<file path="config.mk">
export PLATFORM = sky130hd
export DESIGN_NAME = x86_next_pc_resolver
export DESIGN_NICKNAME = d
export VERILOG_FILES = /design/src/sv/xnpr_pkg.sv /design/src/sv/xnpr_ram.sv /design/src/sv/xnpr_eval.sv /design/src/sv/x86_next_pc_resolver.sv
export SDC_FILE = /design/constraint.sdc
export NUM_CORES = 2
export LEC_CHECK = 0
export BUFFER_PORTS_ARGS = -buffer_cell sky130_fd_sc_hd__buf_4
export CAP_MARGIN = 10
export CORE_MARGIN = 1.5
export CORE_UTILIZATION = 39
export CTS_CLUSTER_DIAMETER = 50
export DETAILED_ROUTE_END_ITERATION = 6
export PLACE_DENSITY = 0.65
export REMOVE_ABC_BUFFERS = 1
export SLEW_MARGIN = 20
export SYNTH_ARGS = -nofsm -noshare
export SYNTH_HDL_FRONTEND = slang
export SYNTH_HIERARCHICAL = 1
export SYNTH_SLANG_ARGS = --single-unit
</file>
<file path="constraint.sdc">
create_clock -name clk -period 26.2 [get_ports clk]
set_clock_uncertainty 0.05 [all_clocks]
set_input_delay 5.24 -clock clk [delete_from_list [all_inputs] [get_ports clk]]
set_output_delay 5.24 -clock clk [all_outputs]
set_load 0.02 [all_outputs]
</file>
<file path="src/sv/xnpr_pkg.sv">
// xnpr_pkg: shared types and constants for the x86 next-pc resolver
// request and response payload structs, decode codes, architectural state bundle
// no dependencies
`default_nettype none

package xnpr_pkg;

    localparam int NUM_GPR = 16;
    localparam int GPR_AW  = 4;

    // request types
    localparam logic REQ_WRITE   = 1'b0;
    localparam logic REQ_RESOLVE = 1'b1;

    // register file entries outside the general registers
    localparam logic [4:0] ENT_IP    = 5'd16;
    localparam logic [4:0] ENT_FLAGS = 5'd17;

    // operand register codes
    localparam logic [4:0] REG_RCX     = 5'd1;
    localparam logic [4:0] REG_RSP     = 5'd4;
    localparam logic [4:0] REG_RIP     = 5'd16;
    localparam logic [4:0] REG_FIRST32 = 5'd17;
    localparam logic [4:0] REG_LAST32  = 5'd24;
    localparam logic [4:0] REG_EIP     = 5'd25;

    // instruction classes
    localparam logic [4:0] CLS_NEAR_RET  = 5'd1;
    localparam logic [4:0] CLS_FAR_RET   = 5'd2;
    localparam logic [4:0] CLS_CALL_JMP  = 5'd3;
    localparam logic [4:0] CLS_JCC_FIRST = 5'd4;
    localparam logic [4:0] CLS_JCC_LAST  = 5'd19;
    localparam logic [4:0] CLS_JCXZ      = 5'd20;
    localparam logic [4:0] CLS_JECXZ     = 5'd21;
    localparam logic [4:0] CLS_JRCXZ     = 5'd22;
    localparam logic [4:0] CLS_LOOP      = 5'd23;
    localparam logic [4:0] CLS_LOOPE     = 5'd24;
    localparam logic [4:0] CLS_LOOPNE    = 5'd25;

    // operand kinds
    localparam logic [1:0] KIND_IMM = 2'd0;
    localparam logic [1:0] KIND_REG = 2'd1;
    localparam logic [1:0] KIND_MEM = 2'd2;

    // loop count widths
    localparam logic [1:0] AW_16 = 2'd0;
    localparam logic [1:0] AW_32 = 2'd1;
    localparam logic [1:0] AW_64 = 2'd2;

    // condition pairs (bit 0 of the code inverts)
    localparam logic [2:0] CC_O  = 3'd0;
    localparam logic [2:0] CC_B  = 3'd1;
    localparam logic [2:0] CC_Z  = 3'd2;
    localparam logic [2:0] CC_BE = 3'd3;
    localparam logic [2:0] CC_S  = 3'd4;
    localparam logic [2:0] CC_P  = 3'd5;
    localparam logic [2:0] CC_L  = 3'd6;
    localparam logic [2:0] CC_LE = 3'd7;

    // flag bit positions
    localparam int FLAG_CF = 0;
    localparam int FLAG_PF = 2;
    localparam int FLAG_ZF = 6;
    localparam int FLAG_SF = 7;
    localparam int FLAG_OF = 11;

    // branch status
    localparam logic [1:0] ST_NONE      = 2'd0;
    localparam logic [1:0] ST_NOT_TAKEN = 2'd1;
    localparam logic [1:0] ST_TAKEN     = 2'd2;

    // pointer sizes
    localparam logic [3:0] PSZ_4 = 4'd4;
    localparam logic [3:0] PSZ_8 = 4'd8;

    typedef struct packed {
        logic               req_type;
        logic [4:0]         write_reg;
        logic [63:0]        write_value;
        logic [4:0]         instr_class;
        logic [3:0]         instr_length;
        logic [1:0]         operand_kind;
        logic [4:0]         base_reg;
        logic [4:0]         index_reg;
        logic [3:0]         scale;
        logic signed [31:0] signed_offset;
        logic [1:0]         count_width;
        logic               compat32;
    } req_item_t;

    typedef struct packed {
        logic [1:0]  branch_status;
        logic [63:0] target_address;
        logic [63:0] pointer_address;
        logic [3:0]  pointer_size;
    } rsp_item_t;

    typedef struct packed {
        logic [63:0] ip;
        logic [63:0] flags;
        logic [63:0] rcx;
        logic [63:0] rsp;
    } arch_state_t;

endpackage

`default_nettype wire

</file>
<file path="src/sv/xnpr_ram.sv">
// xnpr_ram: generic single-write, single-read synchronous ram with registered read
// width and depth set by parameters; no package dependency
`default_nettype none

module xnpr_ram #(
    parameter int WIDTH = 64,
    parameter int DEPTH = 16
) (
    input  logic                     clk,
    input  logic                     wr_en,
    input  logic [$clog2(DEPTH)-1:0] wr_addr,
    input  logic [WIDTH-1:0]         wr_data,
    input  logic                     rd_en,
    input  logic [$clog2(DEPTH)-1:0] rd_addr,
    output logic [WIDTH-1:0]         rd_data
);

    logic [WIDTH-1:0] mem_reg [DEPTH];
    logic [WIDTH-1:0] rd_data_reg;

    always_ff @(posedge clk)
    begin
        if (wr_en)
        begin
            mem_reg[wr_addr] <= wr_data;
        end
        if (rd_en)
        begin
            rd_data_reg <= mem_reg[rd_addr];
        end
    end

    assign rd_data = rd_data_reg;

endmodule

`default_nettype wire

</file>
<file path="src/sv/xnpr_eval.sv">
// xnpr_eval: next-pc evaluation for one decoded instruction
// uses xnpr_pkg types and codes; operand data comes from the register file rams
`default_nettype none

module xnpr_eval (
    input  xnpr_pkg::req_item_t   item,
    input  logic [63:0]           base_data,
    input  logic [63:0]           index_data,
    input  xnpr_pkg::arch_state_t arch,
    input  logic                  host64,
    output xnpr_pkg::rsp_item_t   result
);
    import xnpr_pkg::*;

    typedef struct packed {
        logic        ok;
        logic [63:0] value;
    } operand_t;

    function automatic operand_t read_operand(
        input logic [4:0]  code,
        input logic [63:0] gpr,
        input logic [63:0] ip,
        input logic        h64
    );
        operand_t op;
        op.ok    = 1'b0;
        op.value = '0;
        if (code < REG_RIP)
        begin
            op.ok    = h64;
            op.value = gpr;
        end
        else if (code == REG_RIP)
        begin
            op.ok    = h64;
            op.value = ip;
        end
        else if (code <= REG_LAST32)
        begin
            op.ok    = 1'b1;
            op.value = {32'd0, gpr[31:0]};
        end
        else if (code == REG_EIP)
        begin
            op.ok    = 1'b1;
            op.value = {32'd0, ip[31:0]};
        end
        return op;
    endfunction

    function automatic logic cond_true(input logic [3:0] cc, input logic [63:0] fl);
        logic r;
        r = 1'b0;
        unique case (cc[3:1])
            CC_O:    r = fl[FLAG_OF];
            CC_B:    r = fl[FLAG_CF];
            CC_Z:    r = fl[FLAG_ZF];
            CC_BE:   r = fl[FLAG_CF] | fl[FLAG_ZF];
            CC_S:    r = fl[FLAG_SF];
            CC_P:    r = fl[FLAG_PF];
            CC_L:    r = fl[FLAG_SF] ^ fl[FLAG_OF];
            CC_LE:   r = fl[FLAG_ZF] | (fl[FLAG_SF] ^ fl[FLAG_OF]);
            default: r = 1'b0;
        endcase
        return cc[0] ? ~r : r;
    endfunction

    logic [63:0] off64;
    logic [63:0] len64;
    logic [63:0] ip_jump_full;
    logic [63:0] ip_fall_full;
    logic [63:0] ip_jump;
    logic [63:0] ip_fall;
    logic        wide_ptr;
    operand_t    base_op;
    operand_t    index_op;
    logic [63:0] base_term;
    logic [63:0] rel_term;
    logic [63:0] index_term;
    logic [63:0] mem_sum;
    logic [63:0] rcx16;
    logic [63:0] rcx32;
    logic [63:0] rcx64;
    logic [63:0] jcxz_count;
    logic [63:0] loop_count;
    logic [3:0]  cc;
    logic [63:0] imm;
    logic [63:0] ptr;
    logic [3:0]  psz;
    logic        is_branch;
    logic        taken;

    assign off64        = {{32{item.signed_offset[31]}}, item.signed_offset};
    assign len64        = {60'd0, item.instr_length};
    assign ip_jump_full = arch.ip + len64 + off64;
    assign ip_fall_full = arch.ip + len64;
    assign ip_jump      = host64 ? ip_jump_full : {32'd0, ip_jump_full[31:0]};
    assign ip_fall      = host64 ? ip_fall_full : {32'd0, ip_fall_full[31:0]};
    assign wide_ptr     = host64 & ~item.compat32;

    assign base_op    = read_operand(item.base_reg, base_data, arch.ip, host64);
    assign index_op   = read_operand(item.index_reg, index_data, arch.ip, host64);
    assign base_term  = base_op.ok ? base_op.value : '0;
    assign rel_term   = (base_op.ok && (item.base_reg == REG_RIP || item.base_reg == REG_EIP))
                        ? len64 : '0;
    assign index_term = index_op.ok ? index_op.value * {60'd0, item.scale} : '0;
    assign mem_sum    = base_term + rel_term + index_term + off64;

    assign rcx16 = {48'd0, arch.rcx[15:0]};
    assign rcx32 = {32'd0, arch.rcx[31:0]};
    assign rcx64 = host64 ? arch.rcx : rcx32;
    assign cc    = 4'(item.instr_class - CLS_JCC_FIRST);

    assign jcxz_count = (item.instr_class == CLS_JCXZ)  ? rcx16 :
                        (item.instr_class == CLS_JECXZ) ? rcx32 : rcx64;

    always_comb
    begin
        case (item.count_width)
            AW_16:   loop_count = rcx16;
            AW_32:   loop_count = rcx32;
            AW_64:   loop_count = rcx64;
            default: loop_count = 64'd1;
        endcase
    end

    always_comb
    begin
        imm       = '0;
        ptr       = '0;
        psz       = '0;
        is_branch = 1'b1;
        taken     = 1'b0;
        unique case (item.instr_class) inside
            CLS_NEAR_RET:
            begin
                ptr = wide_ptr ? arch.rsp : {32'd0, arch.rsp[31:0]};
                psz = wide_ptr ? PSZ_8 : PSZ_4;
            end
            CLS_FAR_RET:
            begin
                ptr = '0;
            end
            CLS_CALL_JMP:
            begin
                case (item.operand_kind)
                    KIND_IMM: imm = ip_jump;
                    KIND_REG: imm = base_term;
                    KIND_MEM:
                    begin
                        if (mem_sum != '0)
                        begin
                            ptr = wide_ptr ? mem_sum : {32'd0, mem_sum[31:0]};
                            psz = wide_ptr ? PSZ_8 : PSZ_4;
                        end
                    end
                    default: imm = '0;
                endcase
            end
            [CLS_JCC_FIRST:CLS_JCC_LAST]:
            begin
                taken = cond_true(cc, arch.flags);
            end
            [CLS_JCXZ:CLS_JRCXZ]:
            begin
                taken = (jcxz_count == '0);
            end
            [CLS_LOOP:CLS_LOOPNE]:
            begin
                taken = (loop_count != 64'd1);
                if (item.instr_class == CLS_LOOPE)
                begin
                    taken = taken & arch.flags[FLAG_ZF];
                end
                if (item.instr_class == CLS_LOOPNE)
                begin
                    taken = taken & ~arch.flags[FLAG_ZF];
                end
            end
            default:
            begin
                is_branch = 1'b0;
            end
        endcase

        if (taken && item.operand_kind == KIND_IMM)
        begin
            imm = ip_jump;
        end

        if (imm == '0 && ptr == '0 && psz == '0)
        begin
            result.branch_status  = is_branch ? ST_NOT_TAKEN : ST_NONE;
            result.target_address = ip_fall;
        end
        else
        begin
            result.branch_status  = is_branch ? ST_TAKEN : ST_NONE;
            result.target_address = imm;
        end
        result.pointer_address = ptr;
        result.pointer_size    = psz;
    end

endmodule

`default_nettype wire

</file>
<file path="src/sv/x86_next_pc_resolver.sv">
// x86_next_pc_resolver: top level of the next-pc resolver
// uses xnpr_pkg, xnpr_ram (general register file copies) and xnpr_eval
//
//   channel  direction  handshake            payload
//   req      in         req_valid/req_stall  req_item (xnpr_pkg::req_item_t)
//   rsp      out        rsp_valid/rsp_stall  rsp_item (xnpr_pkg::rsp_item_t)
//   cfg      in         cfg_valid/cfg_ready  cfg_data (host_is_64bit)
//
// one request transfer per cycle while req_stall is low
// a resolve passes the first stage, then the response register; write requests give no response
// the ram read for base and index sets the first stage, evaluation and the three-input add the second
// reset: register file reads as zero through per-entry valid bits, no clearing pass
// req_stall rises only while the evaluation stage is full and the response register is held
`default_nettype none

module x86_next_pc_resolver (
    input  logic                clk,
    input  logic                rst_n,
    input  logic                req_valid,
    output logic                req_stall,
    input  xnpr_pkg::req_item_t req_item,
    output logic                rsp_valid,
    input  logic                rsp_stall,
    output xnpr_pkg::rsp_item_t rsp_item,
    input  logic                cfg_valid,
    output logic                cfg_ready,
    input  logic                cfg_data
);
    import xnpr_pkg::*;

    function automatic logic [GPR_AW-1:0] gpr_addr(input logic [4:0] code);
        logic [4:0] rel;
        rel = code - REG_FIRST32;
        return (code >= REG_FIRST32) ? rel[GPR_AW-1:0] : code[GPR_AW-1:0];
    endfunction

    logic                req_accept;
    logic                rd_en;
    logic                wr_en;
    logic [GPR_AW-1:0]   base_addr;
    logic [GPR_AW-1:0]   index_addr;
    logic [63:0]         base_q;
    logic [63:0]         index_q;
    logic [63:0]         base_data;
    logic [63:0]         index_data;
    logic                s1_adv;
    rsp_item_t           eval_result;

    logic                host64_reg;
    logic                host64_next;
    arch_state_t         arch_reg;
    arch_state_t         arch_next;
    logic [NUM_GPR-1:0]  gpr_vld_reg;
    logic [NUM_GPR-1:0]  gpr_vld_next;
    logic                base_vld_reg;
    logic                base_vld_next;
    logic                index_vld_reg;
    logic                index_vld_next;
    logic                s1_valid_reg;
    logic                s1_valid_next;
    req_item_t           s1_item_reg;
    req_item_t           s1_item_next;
    logic                rsp_valid_reg;
    logic                rsp_valid_next;
    rsp_item_t           rsp_item_reg;
    rsp_item_t           rsp_item_next;

    assign s1_adv     = ~rsp_valid_reg | ~rsp_stall;
    assign req_stall  = s1_valid_reg & ~s1_adv;
    assign req_accept = req_valid & ~req_stall;
    assign rd_en      = req_accept & (req_item.req_type == REQ_RESOLVE);
    assign wr_en      = req_accept & (req_item.req_type == REQ_WRITE)
                        & (req_item.write_reg < 5'(NUM_GPR));
    assign base_addr  = gpr_addr(req_item.base_reg);
    assign index_addr = gpr_addr(req_item.index_reg);
    assign cfg_ready  = 1'b1;

    xnpr_ram #(
        .WIDTH (64),
        .DEPTH (NUM_GPR)
    ) u_base_ram (
        .clk     (clk),
        .wr_en   (wr_en),
        .wr_addr (req_item.write_reg[GPR_AW-1:0]),
        .wr_data (req_item.write_value),
        .rd_en   (rd_en),
        .rd_addr (base_addr),
        .rd_data (base_q)
    );

    xnpr_ram #(
        .WIDTH (64),
        .DEPTH (NUM_GPR)
    ) u_index_ram (
        .clk     (clk),
        .wr_en   (wr_en),
        .wr_addr (req_item.write_reg[GPR_AW-1:0]),
        .wr_data (req_item.write_value),
        .rd_en   (rd_en),
        .rd_addr (index_addr),
        .rd_data (index_q)
    );

    assign base_data  = base_vld_reg ? base_q : '0;
    assign index_data = index_vld_reg ? index_q : '0;

    xnpr_eval u_eval (
        .item       (s1_item_reg),
        .base_data  (base_data),
        .index_data (index_data),
        .arch       (arch_reg),
        .host64     (host64_reg),
        .result     (eval_result)
    );

    always_comb
    begin
        host64_next    = host64_reg;
        arch_next      = arch_reg;
        gpr_vld_next   = gpr_vld_reg;
        base_vld_next  = base_vld_reg;
        index_vld_next = index_vld_reg;
        s1_valid_next  = s1_valid_reg;
        s1_item_next   = s1_item_reg;
        rsp_valid_next = rsp_valid_reg;
        rsp_item_next  = rsp_item_reg;

        if (cfg_valid && cfg_ready)
        begin
            host64_next = cfg_data;
        end

        // write transfer: general register copies and shadow state
        if (req_accept && req_item.req_type == REQ_WRITE)
        begin
            if (wr_en)
            begin
                gpr_vld_next[req_item.write_reg[GPR_AW-1:0]] = 1'b1;
            end
            if (req_item.write_reg == REG_RCX)
            begin
                arch_next.rcx = req_item.write_value;
            end
            if (req_item.write_reg == REG_RSP)
            begin
                arch_next.rsp = req_item.write_value;
            end
            if (req_item.write_reg == ENT_IP)
            begin
                arch_next.ip = req_item.write_value;
            end
            if (req_item.write_reg == ENT_FLAGS)
            begin
                arch_next.flags = req_item.write_value;
            end
        end

        // response register
        if (s1_adv)
        begin
            rsp_valid_next = s1_valid_reg;
            rsp_item_next  = eval_result;
            s1_valid_next  = 1'b0;
        end

        // resolve transfer into the evaluation stage
        if (rd_en)
        begin
            s1_valid_next  = 1'b1;
            s1_item_next   = req_item;
            base_vld_next  = gpr_vld_reg[base_addr];
            index_vld_next = gpr_vld_reg[index_addr];
        end
    end

    always_ff @(posedge clk or negedge rst_n)
    begin
        if (!rst_n)
        begin
            host64_reg    <= 1'b1;
            arch_reg      <= '0;
            gpr_vld_reg   <= '0;
            base_vld_reg  <= 1'b0;
            index_vld_reg <= 1'b0;
            s1_valid_reg  <= 1'b0;
            rsp_valid_reg <= 1'b0;
        end
        else
        begin
            host64_reg    <= host64_next;
            arch_reg      <= arch_next;
            gpr_vld_reg   <= gpr_vld_next;
            base_vld_reg  <= base_vld_next;
            index_vld_reg <= index_vld_next;
            s1_valid_reg  <= s1_valid_next;
            rsp_valid_reg <= rsp_valid_next;
        end
    end

    always_ff @(posedge clk)
    begin
        s1_item_reg  <= s1_item_next;
        rsp_item_reg <= rsp_item_next;
    end

    assign rsp_valid = rsp_valid_reg;
    assign rsp_item  = rsp_item_reg;

`ifndef NO_ASSERTIONS
    a_stage_held: assert property (@(posedge clk) disable iff (!rst_n)
        s1_valid_reg && rsp_valid_reg && rsp_stall |-> req_stall)
        else $error("evaluation stage overwritten while response held");

    a_resolve_enters: assert property (@(posedge clk) disable iff (!rst_n)
        req_valid && !req_stall && req_item.req_type == REQ_RESOLVE |=> s1_valid_reg)
        else $error("resolve transfer lost before evaluation");

    a_pointer_taken: assert property (@(posedge clk) disable iff (!rst_n)
        rsp_valid_reg && rsp_item_reg.pointer_size != 4'd0
        |-> rsp_item_reg.branch_status == ST_TAKEN)
        else $error("pointer response without taken status");

    a_not_taken_no_ptr: assert property (@(posedge clk) disable iff (!rst_n)
        rsp_valid_reg && rsp_item_reg.branch_status == ST_NOT_TAKEN
        |-> rsp_item_reg.pointer_address == 64'd0 && rsp_item_reg.pointer_size == 4'd0)
        else $error("not-taken response carries a pointer");
`endif

endmodule

`default_nettype wire

</file>
==> flow_summary.toml <==
[die]
die_height_microns = 559
ios = 273
core_sq_mm = 0.308
fp-row-count = 204
initial_core_util_pct = 39.1
fp.dieW_microns = 559
die_area_sq_mm = 0.313

[setup_path]
r2r-start = "s1_item_reg[42]"
cpPeakStageDelay_ps = 740
r2r_slack_ps = 13140
cpMostUsedCell = "a21oi_1"
cp-end-kind = "flop"
startpoint = "s1_item_reg[42]"
critPathArrivalTime_ps = 13680
crit_type = "flop to flop"
slowest_stage = "nand4b_4"
start_kind = "flop"
cp_max_fo = 40
required_ps = 26830

[timing]
worst_pin_slew_ps = 1190
hold_ws_ps = 448
timing.fmax_mhz = 76.6
fin_crit_sh_pct = 49.8
hold_viol_final = 0
grt_setup_unrepaired = "false"
setup_tns_ps = 0
setup_slack_ps = 13140
drv_slew = 0
maxSlewHeadroom_pct = 19.9
finalCriticalPeriod_ps = 13060
setup_viol = 0

[route]
avgViaCountPerCell = 5.95
dr.pass1.iters = 6
drt_iter0_drc = 9017
vias = 73800
totalWireLength_microns = 382000
ant_nets = 0
wire_per_inst_microns = 30.8
drc = 0

[hold_path]
min_path_type = "flop to flop"
hold_start = "arch_reg[61]"

[flow_run]
drv_cap = 0

[cts]
clk_latency_ps = 900
postCtsSetupBuffers = 0
cts_num_sinks = 2588
cts_tree = "yes"
postCtsResizedCells = 0
clk_pin_slew_ps = 60
cts.htree.levels = 5
cts.hold.buffers_added = 0
clock_path_buffers = 4
cts_buffers = 288
cts_root_buf = "clkbuf_16"

[place]
post-place-ws_ps = 13230
gp_congestion = 0.952
placement.io_buffers = 271
dp_hpwl_microns = 257000
place_inst = 11900

[global_route]
grt-ovfl-total = 0
antenna_found_initial = 46
grt_start_max_net_pins = 106
grt_pass1_vias = 73500
grt_pass1_wl_microns = 542000
grt_util_all_layers_pct = 24.0

[pwr]
netSwitchingFraction_pct = 26.8
combPwrFrac_pct = 14.9
powerDensity_mw_per_mm2 = 75.1
power_frac_seq_pct = 46.2
power_mw = 10.3
p_int_mw = 7.54
p_leak_nw = 49.2
p_clk_share_pct = 38.9
power_switching_mw = 2.75
peakVddDrop_uv = 41.3

[layout]
drive_gt1_share_pct = 20.3
fin_nets = 8627
fin_cells = 12400
layout_common_cells = "edfxtp_1, mux4_2, nand2_1, buf_4, inv_1"
final_common_cell = "edfxtp_1"
syn_to_final_growth_pct = 13.6

[run_status]
status = "complete, no violations"

[yosys]
syn_area_sq_mm = 0.121
yosysWarnings = 6
synth_area_per_cell_sq_um = 15.7
netlist_instances = 7705
critical path: cells and delay by family, from the launching register on:
family | cells | cell delay, ps
and+or+nand+nor | 13 | 4630
AOI/OAI and AO/OA | 17 | 4230
adders and majority gates | 6 | 2540
buffers and inverters | 4 | 660
DFF | 1 | 470
xor gates and xnor gates | 1 | 160
power by group through the flow:
stage	combinational, mW	sequential (mW)	clock (mW)
after CTS	1.52	4.75	4.06
after detailed placement	1.51	4.84	0
after floorplan	1.11	4.81	0
final	1.53	4.76	4.00
after global routing	1.64	4.76	4.22
after global placement	1.49	4.84	0
through the flow:
stage | cell area (sq um) | utilization, %
2_1_floorplan | 119000 | -
3_3_place_gp | 128000 | 41.4
3_5_place_dp | 128000 | 41.4
4_1_cts | 137000 | 44.4
5_1_grt | 137000 | 44.4
6_report | 137000 | 44.4
metal layers:
layer  wire length, microns  share of wire (%)  track usage [%]  vias to the layer above
met2                 175000                 46             37.4                     3591
met3                  33800                8.9             4.99                      692
li1                       -                  -                -                    30800
met5                    266              0.070                0                        -
met1                 156000                 41             32.8                    38700
met4                  16700                4.4             9.59                       44
cell type report:
cell class                 count  area (sq um)
multi-input combinational   4377         41300
sequential                  2588         76600
tap                         4120          5150
clock inverter               158          1630
antenna                       21          52.6
clock buffer                 358          7670
inverter                     352          1340
timing repair buffer         433          3270
fill                       26900        171000
worst paths after layout:
check                                  to  depth (start not counted)
min in group asynchronous  gpr_vld_reg[9]                          1
setup reg to reg            rsp_item[132]                         41
hold reg to reg              arch_reg[61]                          1
setup / recovery            rsp_item[132]                         41
hold / removal               arch_reg[61]                          1
max in group asynchronous   arch_reg[128]                          3
Power figures use the tool's default switching activity.
